===== src/design/gff_pkg.sv =====
// Shared constants, codes, command and status types, and the color fold for the flood fill unit.
package gff_pkg;

    localparam int GRID_ROWS_DEF   = 16;
    localparam int GRID_COLS_DEF   = 16;
    localparam int COLOR_COUNT_DEF = 8;

    localparam int FUNC_W  = 2;
    localparam int ROW_W   = 4;
    localparam int COL_W   = 4;
    localparam int COLOR_W = 3;

    localparam logic [FUNC_W-1:0] FUNC_WRITE = 2'd0;
    localparam logic [FUNC_W-1:0] FUNC_FILL  = 2'd1;
    localparam logic [FUNC_W-1:0] FUNC_READ  = 2'd2;

    localparam logic [1:0] NBR_UP    = 2'd0;
    localparam logic [1:0] NBR_DOWN  = 2'd1;
    localparam logic [1:0] NBR_LEFT  = 2'd2;
    localparam logic [1:0] NBR_RIGHT = 2'd3;

    typedef struct packed {
        logic       load;
        logic       item_wr;
        logic       item_rd;
        logic       corner_rd;
        logic       corner_fill;
        logic       pop;
        logic       nbr_rd;
        logic [1:0] nbr_sel;
        logic       scan_rd;
        logic       out_load;
    } gff_cmd_t;

    typedef struct packed {
        logic [FUNC_W-1:0] func;
        logic              corner_match;
        logic              stack_empty;
        logic              scan_last;
        logic              out_free;
    } gff_status_t;

    // Reduces a color into the palette by repeated subtraction.
    function automatic logic [COLOR_W-1:0] fold_color(logic [COLOR_W-1:0] c, int cc);
        logic [COLOR_W-1:0] v;
        v = c;
        for (int i = 0; i < 4; i++)
        begin
            if (int'(v) >= cc)
            begin
                v = v - COLOR_W'(cc);
            end
        end
        return v;
    endfunction

endpackage


===== src/design/gff_ctrl.sv =====
// Controller state machine that sequences write, read, fill and uniformity scan.
module gff_ctrl (
    input  logic                clk,
    input  logic                rst_n,
    input  logic                in_valid,
    output logic                in_ready,
    input  gff_pkg::gff_status_t status,
    output gff_pkg::gff_cmd_t    cmd
);
    import gff_pkg::*;

    localparam logic [3:0] ST_IDLE     = 4'd0;
    localparam logic [3:0] ST_EXEC     = 4'd1;
    localparam logic [3:0] ST_CORNER   = 4'd2;
    localparam logic [3:0] ST_POP      = 4'd3;
    localparam logic [3:0] ST_NBR      = 4'd4;
    localparam logic [3:0] ST_SCAN     = 4'd5;
    localparam logic [3:0] ST_SCAN_END = 4'd6;
    localparam logic [3:0] ST_RESP     = 4'd7;

    localparam logic [2:0] PHASE_LAST = 3'd4;

    logic [3:0] state_reg;
    logic [3:0] state_next;
    logic [2:0] phase_reg;
    logic [2:0] phase_next;

    assign in_ready = (state_reg == ST_IDLE);

    always_ff @(posedge clk or negedge rst_n)
    begin
        if (!rst_n)
        begin
            state_reg <= ST_IDLE;
            phase_reg <= '0;
        end
        else
        begin
            state_reg <= state_next;
            phase_reg <= phase_next;
        end
    end

    always_comb
    begin
        cmd        = '0;
        state_next = state_reg;
        phase_next = phase_reg;
        unique case (state_reg)
            ST_IDLE:
            begin
                if (in_valid)
                begin
                    cmd.load   = 1'b1;
                    state_next = ST_EXEC;
                end
            end
            ST_EXEC:
            begin
                unique case (status.func)
                    FUNC_WRITE:
                    begin
                        cmd.item_wr = 1'b1;
                        state_next  = ST_RESP;
                    end
                    FUNC_READ:
                    begin
                        cmd.item_rd = 1'b1;
                        state_next  = ST_RESP;
                    end
                    FUNC_FILL:
                    begin
                        cmd.corner_rd = 1'b1;
                        state_next    = ST_CORNER;
                    end
                    default:
                    begin
                        state_next = ST_RESP;
                    end
                endcase
            end
            ST_CORNER:
            begin
                if (status.corner_match)
                begin
                    state_next = ST_SCAN;
                end
                else
                begin
                    cmd.corner_fill = 1'b1;
                    state_next      = ST_POP;
                end
            end
            ST_POP:
            begin
                if (status.stack_empty)
                begin
                    state_next = ST_SCAN;
                end
                else
                begin
                    cmd.pop    = 1'b1;
                    phase_next = '0;
                    state_next = ST_NBR;
                end
            end
            ST_NBR:
            begin
                if (phase_reg == PHASE_LAST)
                begin
                    state_next = ST_POP;
                end
                else
                begin
                    cmd.nbr_rd  = 1'b1;
                    cmd.nbr_sel = phase_reg[1:0];
                    phase_next  = phase_reg + 3'd1;
                end
            end
            ST_SCAN:
            begin
                cmd.scan_rd = 1'b1;
                if (status.scan_last)
                begin
                    state_next = ST_SCAN_END;
                end
            end
            ST_SCAN_END:
            begin
                state_next = ST_RESP;
            end
            ST_RESP:
            begin
                if (status.out_free)
                begin
                    cmd.out_load = 1'b1;
                    state_next   = ST_IDLE;
                end
            end
            default:
            begin
                state_next = ST_IDLE;
            end
        endcase
    end

endmodule


===== src/design/gff_datapath.sv =====
// Datapath with the board and fill stack memories, neighbor addressing, scan and result register.
module gff_datapath #(
    parameter int GRID_ROWS   = gff_pkg::GRID_ROWS_DEF,
    parameter int GRID_COLS   = gff_pkg::GRID_COLS_DEF,
    parameter int COLOR_COUNT = gff_pkg::COLOR_COUNT_DEF
) (
    input  logic                         clk,
    input  logic                         rst_n,
    input  logic [gff_pkg::FUNC_W-1:0]   func,
    input  logic [gff_pkg::ROW_W-1:0]    row,
    input  logic [gff_pkg::COL_W-1:0]    col,
    input  logic [gff_pkg::COLOR_W-1:0]  color,
    input  gff_pkg::gff_cmd_t            cmd,
    output gff_pkg::gff_status_t         status,
    output logic                         out_valid,
    input  logic                         out_ready,
    output logic [gff_pkg::COLOR_W-1:0]  cell_color,
    output logic                         all_uniform
);
    import gff_pkg::*;

    localparam int CELL_COUNT = GRID_ROWS * GRID_COLS;
    localparam int CELL_W     = $clog2(CELL_COUNT);
    localparam int R_W        = $clog2(GRID_ROWS);
    localparam int C_W        = $clog2(GRID_COLS);
    localparam int STK_W      = R_W + C_W;

    logic [COLOR_W-1:0] board_mem [CELL_COUNT];
    logic [STK_W-1:0]   stack_mem [CELL_COUNT];

    logic [FUNC_W-1:0]  func_reg;
    logic [ROW_W-1:0]   row_reg;
    logic [COL_W-1:0]   col_reg;
    logic [COLOR_W-1:0] color_reg;
    logic [COLOR_W-1:0] from_reg;
    logic               uniform_reg;
    logic               chk_reg;
    logic [CELL_W-1:0]  scan_cnt_reg;
    logic [CELL_W:0]    stack_top_reg;
    logic [CELL_W:0]    stack_top_next;
    logic               pend_valid_reg;
    logic [R_W-1:0]     pend_r_reg;
    logic [C_W-1:0]     pend_c_reg;
    logic [CELL_W-1:0]  pend_idx_reg;
    logic [COLOR_W-1:0] brd_rdata_reg;
    logic [STK_W-1:0]   stk_rdata_reg;
    logic               out_valid_reg;
    logic [COLOR_W-1:0] cell_color_reg;
    logic               all_uniform_reg;

    logic               in_grid;
    logic [CELL_W-1:0]  item_idx;
    logic [R_W-1:0]     cur_r;
    logic [C_W-1:0]     cur_c;
    logic [R_W-1:0]     nbr_r;
    logic [C_W-1:0]     nbr_c;
    logic               nbr_ok;
    logic [CELL_W-1:0]  nbr_idx;
    logic               hit;
    logic               brd_we;
    logic [CELL_W-1:0]  brd_waddr;
    logic               brd_re;
    logic [CELL_W-1:0]  brd_raddr;
    logic               push;
    logic [STK_W-1:0]   push_data;
    logic [CELL_W-1:0]  stk_raddr;

    assign in_grid  = (int'(row_reg) < GRID_ROWS) && (int'(col_reg) < GRID_COLS);
    assign item_idx = CELL_W'(int'(row_reg) * GRID_COLS + int'(col_reg));

    assign cur_r = stk_rdata_reg[STK_W-1:C_W];
    assign cur_c = stk_rdata_reg[C_W-1:0];

    always_comb
    begin
        nbr_r  = cur_r;
        nbr_c  = cur_c;
        nbr_ok = 1'b0;
        case (cmd.nbr_sel)
            NBR_UP:
            begin
                nbr_r  = cur_r - 1'b1;
                nbr_ok = (cur_r != '0);
            end
            NBR_DOWN:
            begin
                nbr_r  = cur_r + 1'b1;
                nbr_ok = (cur_r != R_W'(GRID_ROWS - 1));
            end
            NBR_LEFT:
            begin
                nbr_c  = cur_c - 1'b1;
                nbr_ok = (cur_c != '0);
            end
            default:
            begin
                nbr_c  = cur_c + 1'b1;
                nbr_ok = (cur_c != C_W'(GRID_COLS - 1));
            end
        endcase
    end

    assign nbr_idx = CELL_W'(int'(nbr_r) * GRID_COLS + int'(nbr_c));

    assign hit = pend_valid_reg && (brd_rdata_reg == from_reg);

    always_comb
    begin
        brd_we    = 1'b0;
        brd_waddr = '0;
        if (cmd.item_wr && in_grid)
        begin
            brd_we    = 1'b1;
            brd_waddr = item_idx;
        end
        else if (cmd.corner_fill)
        begin
            brd_we = 1'b1;
        end
        else if (hit)
        begin
            brd_we    = 1'b1;
            brd_waddr = pend_idx_reg;
        end
    end

    always_comb
    begin
        brd_re    = 1'b0;
        brd_raddr = '0;
        if (cmd.item_rd && in_grid)
        begin
            brd_re    = 1'b1;
            brd_raddr = item_idx;
        end
        else if (cmd.corner_rd)
        begin
            brd_re = 1'b1;
        end
        else if (cmd.nbr_rd && nbr_ok)
        begin
            brd_re    = 1'b1;
            brd_raddr = nbr_idx;
        end
        else if (cmd.scan_rd)
        begin
            brd_re    = 1'b1;
            brd_raddr = scan_cnt_reg;
        end
    end

    assign push      = (cmd.corner_fill || hit) && (stack_top_reg != (CELL_W + 1)'(CELL_COUNT));
    assign push_data = cmd.corner_fill ? '0 : {pend_r_reg, pend_c_reg};
    assign stk_raddr = stack_top_next[CELL_W-1:0];

    always_comb
    begin
        stack_top_next = stack_top_reg;
        if (push)
        begin
            stack_top_next = stack_top_reg + 1'b1;
        end
        else if (cmd.pop)
        begin
            stack_top_next = stack_top_reg - 1'b1;
        end
    end

    always_ff @(posedge clk)
    begin
        if (brd_we)
        begin
            board_mem[brd_waddr] <= color_reg;
        end
        if (brd_re)
        begin
            brd_rdata_reg <= board_mem[brd_raddr];
        end
    end

    always_ff @(posedge clk)
    begin
        if (push)
        begin
            stack_mem[stack_top_reg[CELL_W-1:0]] <= push_data;
        end
        if (cmd.pop)
        begin
            stk_rdata_reg <= stack_mem[stk_raddr];
        end
    end

    always_ff @(posedge clk)
    begin
        if (cmd.load)
        begin
            func_reg  <= func;
            row_reg   <= row;
            col_reg   <= col;
            color_reg <= fold_color(color, COLOR_COUNT);
        end
        if (cmd.corner_fill)
        begin
            from_reg <= brd_rdata_reg;
        end
        if (cmd.nbr_rd)
        begin
            pend_r_reg   <= nbr_r;
            pend_c_reg   <= nbr_c;
            pend_idx_reg <= nbr_idx;
        end
        if (cmd.out_load)
        begin
            cell_color_reg  <= (func_reg == FUNC_READ && in_grid) ? brd_rdata_reg : '0;
            all_uniform_reg <= (func_reg == FUNC_FILL) ? uniform_reg : 1'b0;
        end
    end

    always_ff @(posedge clk or negedge rst_n)
    begin
        if (!rst_n)
        begin
            stack_top_reg  <= '0;
            pend_valid_reg <= 1'b0;
            chk_reg        <= 1'b0;
            scan_cnt_reg   <= '0;
            uniform_reg    <= 1'b0;
            out_valid_reg  <= 1'b0;
        end
        else
        begin
            stack_top_reg  <= stack_top_next;
            pend_valid_reg <= cmd.nbr_rd && nbr_ok;
            chk_reg        <= cmd.scan_rd;
            if (cmd.load)
            begin
                scan_cnt_reg <= '0;
                uniform_reg  <= 1'b1;
            end
            else
            begin
                if (cmd.scan_rd)
                begin
                    scan_cnt_reg <= scan_cnt_reg + 1'b1;
                end
                if (chk_reg && (brd_rdata_reg != color_reg))
                begin
                    uniform_reg <= 1'b0;
                end
            end
            if (cmd.out_load)
            begin
                out_valid_reg <= 1'b1;
            end
            else if (out_ready)
            begin
                out_valid_reg <= 1'b0;
            end
        end
    end

    assign status.func         = func_reg;
    assign status.corner_match = (brd_rdata_reg == color_reg);
    assign status.stack_empty  = (stack_top_reg == '0);
    assign status.scan_last    = (scan_cnt_reg == CELL_W'(CELL_COUNT - 1));
    assign status.out_free     = !out_valid_reg || out_ready;

    assign out_valid   = out_valid_reg;
    assign cell_color  = cell_color_reg;
    assign all_uniform = all_uniform_reg;

endmodule


===== src/design/grid_flood_fill_from_corner_unit.sv =====
// Top level of the corner flood fill unit: controller and datapath.
// Write, read and unknown items pass through execute and response states to the result register.
// A fill recolors the connected corner region by a stack walk of the board, then runs
// a one-cell-per-cycle uniformity scan over every cell of the board.
// One item is worked at a time; the next is taken while a result waits in the output register.
// Reset clears control state only; board cells are undefined until written, with no clearing pass.
module grid_flood_fill_from_corner_unit #(
    parameter int GRID_ROWS   = gff_pkg::GRID_ROWS_DEF,
    parameter int GRID_COLS   = gff_pkg::GRID_COLS_DEF,
    parameter int COLOR_COUNT = gff_pkg::COLOR_COUNT_DEF
) (
    input  logic                         clk,
    input  logic                         rst_n,
    input  logic                         in_valid,
    output logic                         in_ready,
    input  logic [gff_pkg::FUNC_W-1:0]   func,
    input  logic [gff_pkg::ROW_W-1:0]    row,
    input  logic [gff_pkg::COL_W-1:0]    col,
    input  logic [gff_pkg::COLOR_W-1:0]  color,
    output logic                         out_valid,
    input  logic                         out_ready,
    output logic [gff_pkg::COLOR_W-1:0]  cell_color,
    output logic                         all_uniform
);
    import gff_pkg::*;

    gff_cmd_t    cmd;
    gff_status_t status;

    gff_ctrl u_ctrl (
        .clk      (clk),
        .rst_n    (rst_n),
        .in_valid (in_valid),
        .in_ready (in_ready),
        .status   (status),
        .cmd      (cmd)
    );

    gff_datapath #(
        .GRID_ROWS   (GRID_ROWS),
        .GRID_COLS   (GRID_COLS),
        .COLOR_COUNT (COLOR_COUNT)
    ) u_datapath (
        .clk         (clk),
        .rst_n       (rst_n),
        .func        (func),
        .row         (row),
        .col         (col),
        .color       (color),
        .cmd         (cmd),
        .status      (status),
        .out_valid   (out_valid),
        .out_ready   (out_ready),
        .cell_color  (cell_color),
        .all_uniform (all_uniform)
    );

endmodule

===== config.mk =====
export PLATFORM = sky130hd
export DESIGN_NAME = grid_flood_fill_from_corner_unit
export DESIGN_NICKNAME = d
export VERILOG_FILES = /design/src/design/gff_pkg.sv /design/src/design/gff_ctrl.sv /design/src/design/gff_datapath.sv /design/src/design/grid_flood_fill_from_corner_unit.sv
export SDC_FILE = /design/constraint.sdc
export NUM_CORES = 2
export LEC_CHECK = 0
export BUFFER_PORTS_ARGS = -buffer_cell sky130_fd_sc_hd__buf_2
export CAP_MARGIN = 20
export CORE_ASPECT_RATIO = 0.75
export CORE_MARGIN = 2
export CORE_UTILIZATION = 30
export DETAILED_ROUTE_END_ITERATION = 6
export PLACE_DENSITY = 0.55
export SLEW_MARGIN = 10
export SYNTH_ARGS = -nofsm -noshare
export SYNTH_HDL_FRONTEND = slang
export SYNTH_SLANG_ARGS = --single-unit

===== constraint.sdc =====
create_clock -name clk -period 12.65 [get_ports clk]
set_input_delay 0 -clock clk [delete_from_list [all_inputs] [get_ports clk]]
set_output_delay 0 -clock clk [all_outputs]
set_load 0.1 [all_outputs]

==> flow_metrics.py <==
metrics = {
    "layout": {
        "layout.nets": 8227,
        "largest_reg_flops": 2048,
        "finalNonFillerCells": 13600,
        "seqCellArea_mm2": 0.0864,
        "synthToLayoutAreaGrowth_pct": 12.3,
        "final_layout_size_suffix_gt1_share_pct": 7.78,
        "multi_input_area_mm2": 0.0276,
        "n_fill_cell": 37400,
    },
    "grt": {
        "grt_pass1_wl_um": 485000,
        "gr-total-overflow": 0,
        "grt_usage_pct": 16.4,
        "antenna_found_initial": 16,
        "grt_max_degree": 204,
        "grt_pass1_vias": 68600,
    },
    "cts": {
        "cts_sinks": 2882,
        "root_buffer": "clkbuf_16",
        "clk_pin_slew_ns": 0.07,
        "clock_latency_ns": 0.90,
        "post-cts-setup-buffer-count": 0,
        "cts_made_buffers": 283,
        "cts_tree": "yes",
        "htree_levels": 5,
        "clockBufferDepth": 4,
        "cts_resized": 0,
    },
    "floorplan": {
        "core_area_mm2": 0.387,
        "start_util_pct": 30.1,
        "dieArea_mm2": 0.394,
        "io_pins": 23,
        "die_y_um": 544,
        "fp.dieW_um": 724,
        "rows": 198,
    },
    "routing": {
        "post-route-drc-count": 0,
        "vias": 71800,
        "vias_per_cell": 5.28,
        "wl_per_cell_um": 24.6,
        "first_iter_violations": 9727,
        "ant_nets": 0,
        "totalWireLength_um": 335000,
        "dr.pass1.iters": 6,
    },
    "timing": {
        "rsz0062_at_grt": "false",
        "setup_violations": 0,
        "finalCritPeriodShare_pct": 56.4,
        "relSlewSlack_pct": 10.2,
        "slew_violations": 0,
        "hold_viol": 0,
        "finClkSkew_ns": 0.113,
        "tightest_slew_ns": 1.35,
        "fmax_mhz": 140,
        "tns_ns": 0,
        "min_period_ns": 7.14,
    },
    "logic_synthesis": {
        "synth_area_mm2": 0.117,
        "syn_nets": 8340,
        "synthArstFlopShare_pct": 0.937,
        "synth_seq_cells": 2882,
        "synth-edff-count": 2855,
        "syn_inst": 8309,
        "netlist_top_cells_area": "edfxtp_1 74%, nand2_1 5.2%, nand3_1 3.2%",
        "seq_area_frac_synth_pct": 74.1,
        "synth_top_cell_by_area": "edfxtp_1",
        "postSynthAreaPerCell_um2": 14.0,
        "synth_warnings": 0,
        "ys_types": 83,
        "synthFlopType": "edfxtp_1",
        "synth_top_area_share_pct": 73.5,
    },
    "placement": {
        "gp_congestion": 0.868,
        "dp_hpwl_um": 195000,
        "dp.cells": 13100,
        "port_buffers": 22,
    },
    "worst_setup_path": {
        "path_cells": "inv_1 -> ha_1 -> or3b_1 -> o31ai_4 -> a211oi_2 -> or3_4 -> nand2_8 -> buf_4 -> buf_4 -> buf_4 -> a211oi_1 -> a31oi_1 -> a221oi_1 -> a21oi_1 -> nand4_1 -> nand4_1",
        "regToRegStartpoint": "u_datapath.stack_top_reg[0]",
        "worstPathRequired_ns": 13.35,
        "r2r_end": "u_datapath.stk_rdata_reg[1]",
        "crit_type": "register to register",
        "worst_setup_path_end_kind": "register",
        "reg2regPathDepth": 16,
        "crit_arrival_ns": 7.84,
        "slowest_delay_ns": 0.84,
        "crit_slowest_cell": "buf_4",
        "cp-start-kind": "register",
        "path_common_cell": "buf_4",
        "r2r_slack_ns": 5.51,
        "critical_path.max_fanout": 82,
    },
    "pwr": {
        "ir_worst_vdd_v": 0.000441,
        "p_leak_nw": 41.8,
        "p_per_area_mw_per_mm2": 256,
    },
    "flow_run": {
        "cap_viol_max_count": 0,
    },
    "status": {
        "outcome": "completed",
    },
    "min_path": {
        "hold_path_class": "input pin to async pin",
    },
}
[worst max path at each step]
stage	from	end	slack [ns]	cells after the start
floorplan	u_datapath.color_reg[2]	u_datapath.board_mem[246][0]	3.16	9
global placement	u_datapath.stack_top_reg[0]	u_datapath.stk_rdata_reg[3]	5.68	16
detailed placement	u_datapath.stack_top_reg[0]	u_datapath.stk_rdata_reg[3]	5.57	16
CTS	u_datapath.stack_top_reg[0]	u_datapath.stk_rdata_reg[1]	5.59	16
global route	u_datapath.stack_top_reg[0]	u_datapath.stk_rdata_reg[1]	5.07	16
finish	u_datapath.stack_top_reg[0]	u_datapath.stk_rdata_reg[1]	5.51	16
[through the flow]
stage               area, µm²  worst slack [ns]  hold slack [ns]  utilization, %  power, mW
floorplan              117000              3.16           -0.296               -       20.8
global placement       122000              5.68            0.114            31.5       25.3
detailed placement     122000              5.57            0.120            31.5       25.4
CTS                    131000              5.59           0.0268            33.8       33.5
global route           131000              5.07           0.0553            33.8       34.9
finish                 131000              5.51           0.0728            33.8       33.5
[cells by family after synthesis]
family,Yosys count,share of synthesized area [%]
DFF,2882,74.1
AOI/OAI and AO/OA,1048,6.50
buffers and inverters,610,2.44
muxes,421,4.27
adders and majority gates,14,0.163
and+or+nand+nor,3306,12.3
xor gates and xnor gates,28,0.223
[per-layer routing]
layer,global-route usage [%],vias to the layer above,share of wire [%]
met3,3.04,523,9.1
met1,24.8,36600,45
met2,24.0,3341,43
met4,4.51,8,2.7
met5,0,-,0.016
li1,-,31400,-
[Yosys cell counts, types with 5 or more instances]
cell type     n
xor2_1       14
edfxtp_1   2855
a21o_1        8
and2_1       16
a221oi_1    145
o21ai_0     103
a31oi_1     235
a211oi_1    194
nor3_1       12
nand2_1    1621
buf_4        35
clkbuf_1    299
dfrtp_1      27
mux2_2       11
xnor2_1      12
and4_1        5
nor2_1      561
nor4_1        5
a21oi_1      74
o21ai_1       7
or3_1        22
a32oi_1      44
o2111ai_1    98
a22o_1       14
a22oi_1      41
o21a_1        7
o211ai_1     31
inv_1        25
nand2b_1      7
nor2b_1       7
and3_1      215
nand3_1     739
buf_1        45
mux4_2       60
mux2i_1     350
buf_6        25
a311o_1       5
nand4_1      79
ha_1         12
buf_2       174
[report_power, final]
group          switching, mW  internal [mW]  total, mW  leakage, nW
registers              0.188           11.5       11.7         26.1
logic                   10.0           3.64       13.7         11.6
clock network           3.58           4.56       8.14         4.21
[placed cells by master (no fill, tap or decap), types with 14 or more instances in the layout]
| cell | Yosys | layout |
|---|---|---|
| a32oi_1 | 44 | 44 |
| or3_1 | 22 | 22 |
| o2111ai_1 | 98 | 98 |
| clkbuf_1 | 299 | 69 |
| nand3_1 | 739 | 737 |
| a22o_1 | 14 | 14 |
| o21ai_0 | 103 | 103 |
| dfrtp_1 | 27 | 27 |
| xor2_1 | 14 | 14 |
| mux4_2 | 60 | 60 |
| nand4_1 | 79 | 79 |
| inv_1 | 25 | 25 |
| edfxtp_1 | 2855 | 2855 |
| a21oi_1 | 74 | 74 |
| clkinv_1 | 0 | 60 |
| mux2i_1 | 350 | 350 |
| o211ai_1 | 31 | 31 |
| buf_12 | 0 | 14 |
| a22oi_1 | 41 | 41 |
| a31oi_1 | 235 | 235 |
| buf_4 | 35 | 114 |
| nand2_1 | 1621 | 1609 |
| and3_1 | 215 | 215 |
| dlygate4sd3_1 | 0 | 29 |
| a211oi_1 | 194 | 192 |
| buf_2 | 174 | 23 |
| a221oi_1 | 145 | 145 |
| clkinv_2 | 0 | 28 |
| clkbuf_16 | 0 | 297 |
| nor2_1 | 561 | 558 |
[critical path, delay by kind of cell (launching register included)]
family | cells | cell delay, ns
compound gates | 6 | 1.42
fa+ha+maj | 1 | 0.32
buf+inv | 4 | 2.70
flops | 1 | 0.50
simple gates | 5 | 1.91
[cell type report]
cell class	instances	area share (%)
Clock buffer	371	5.93
Clock inverter	121	0.708
Multi-Input combinational cell	4817	21.1
Antenna cell	1	0.00191
Tap cell	5200	4.97
Sequential cell	2882	66.0
Timing Repair Buffer	183	1.20
Inverter	29	0.105
[timing repair]
item                                   CTS  global route
hold buffers                            29             0
endpoints found under the hold margin   54             0
setup endpoints to repair                0             0
(Power assumes the default switching activity.)
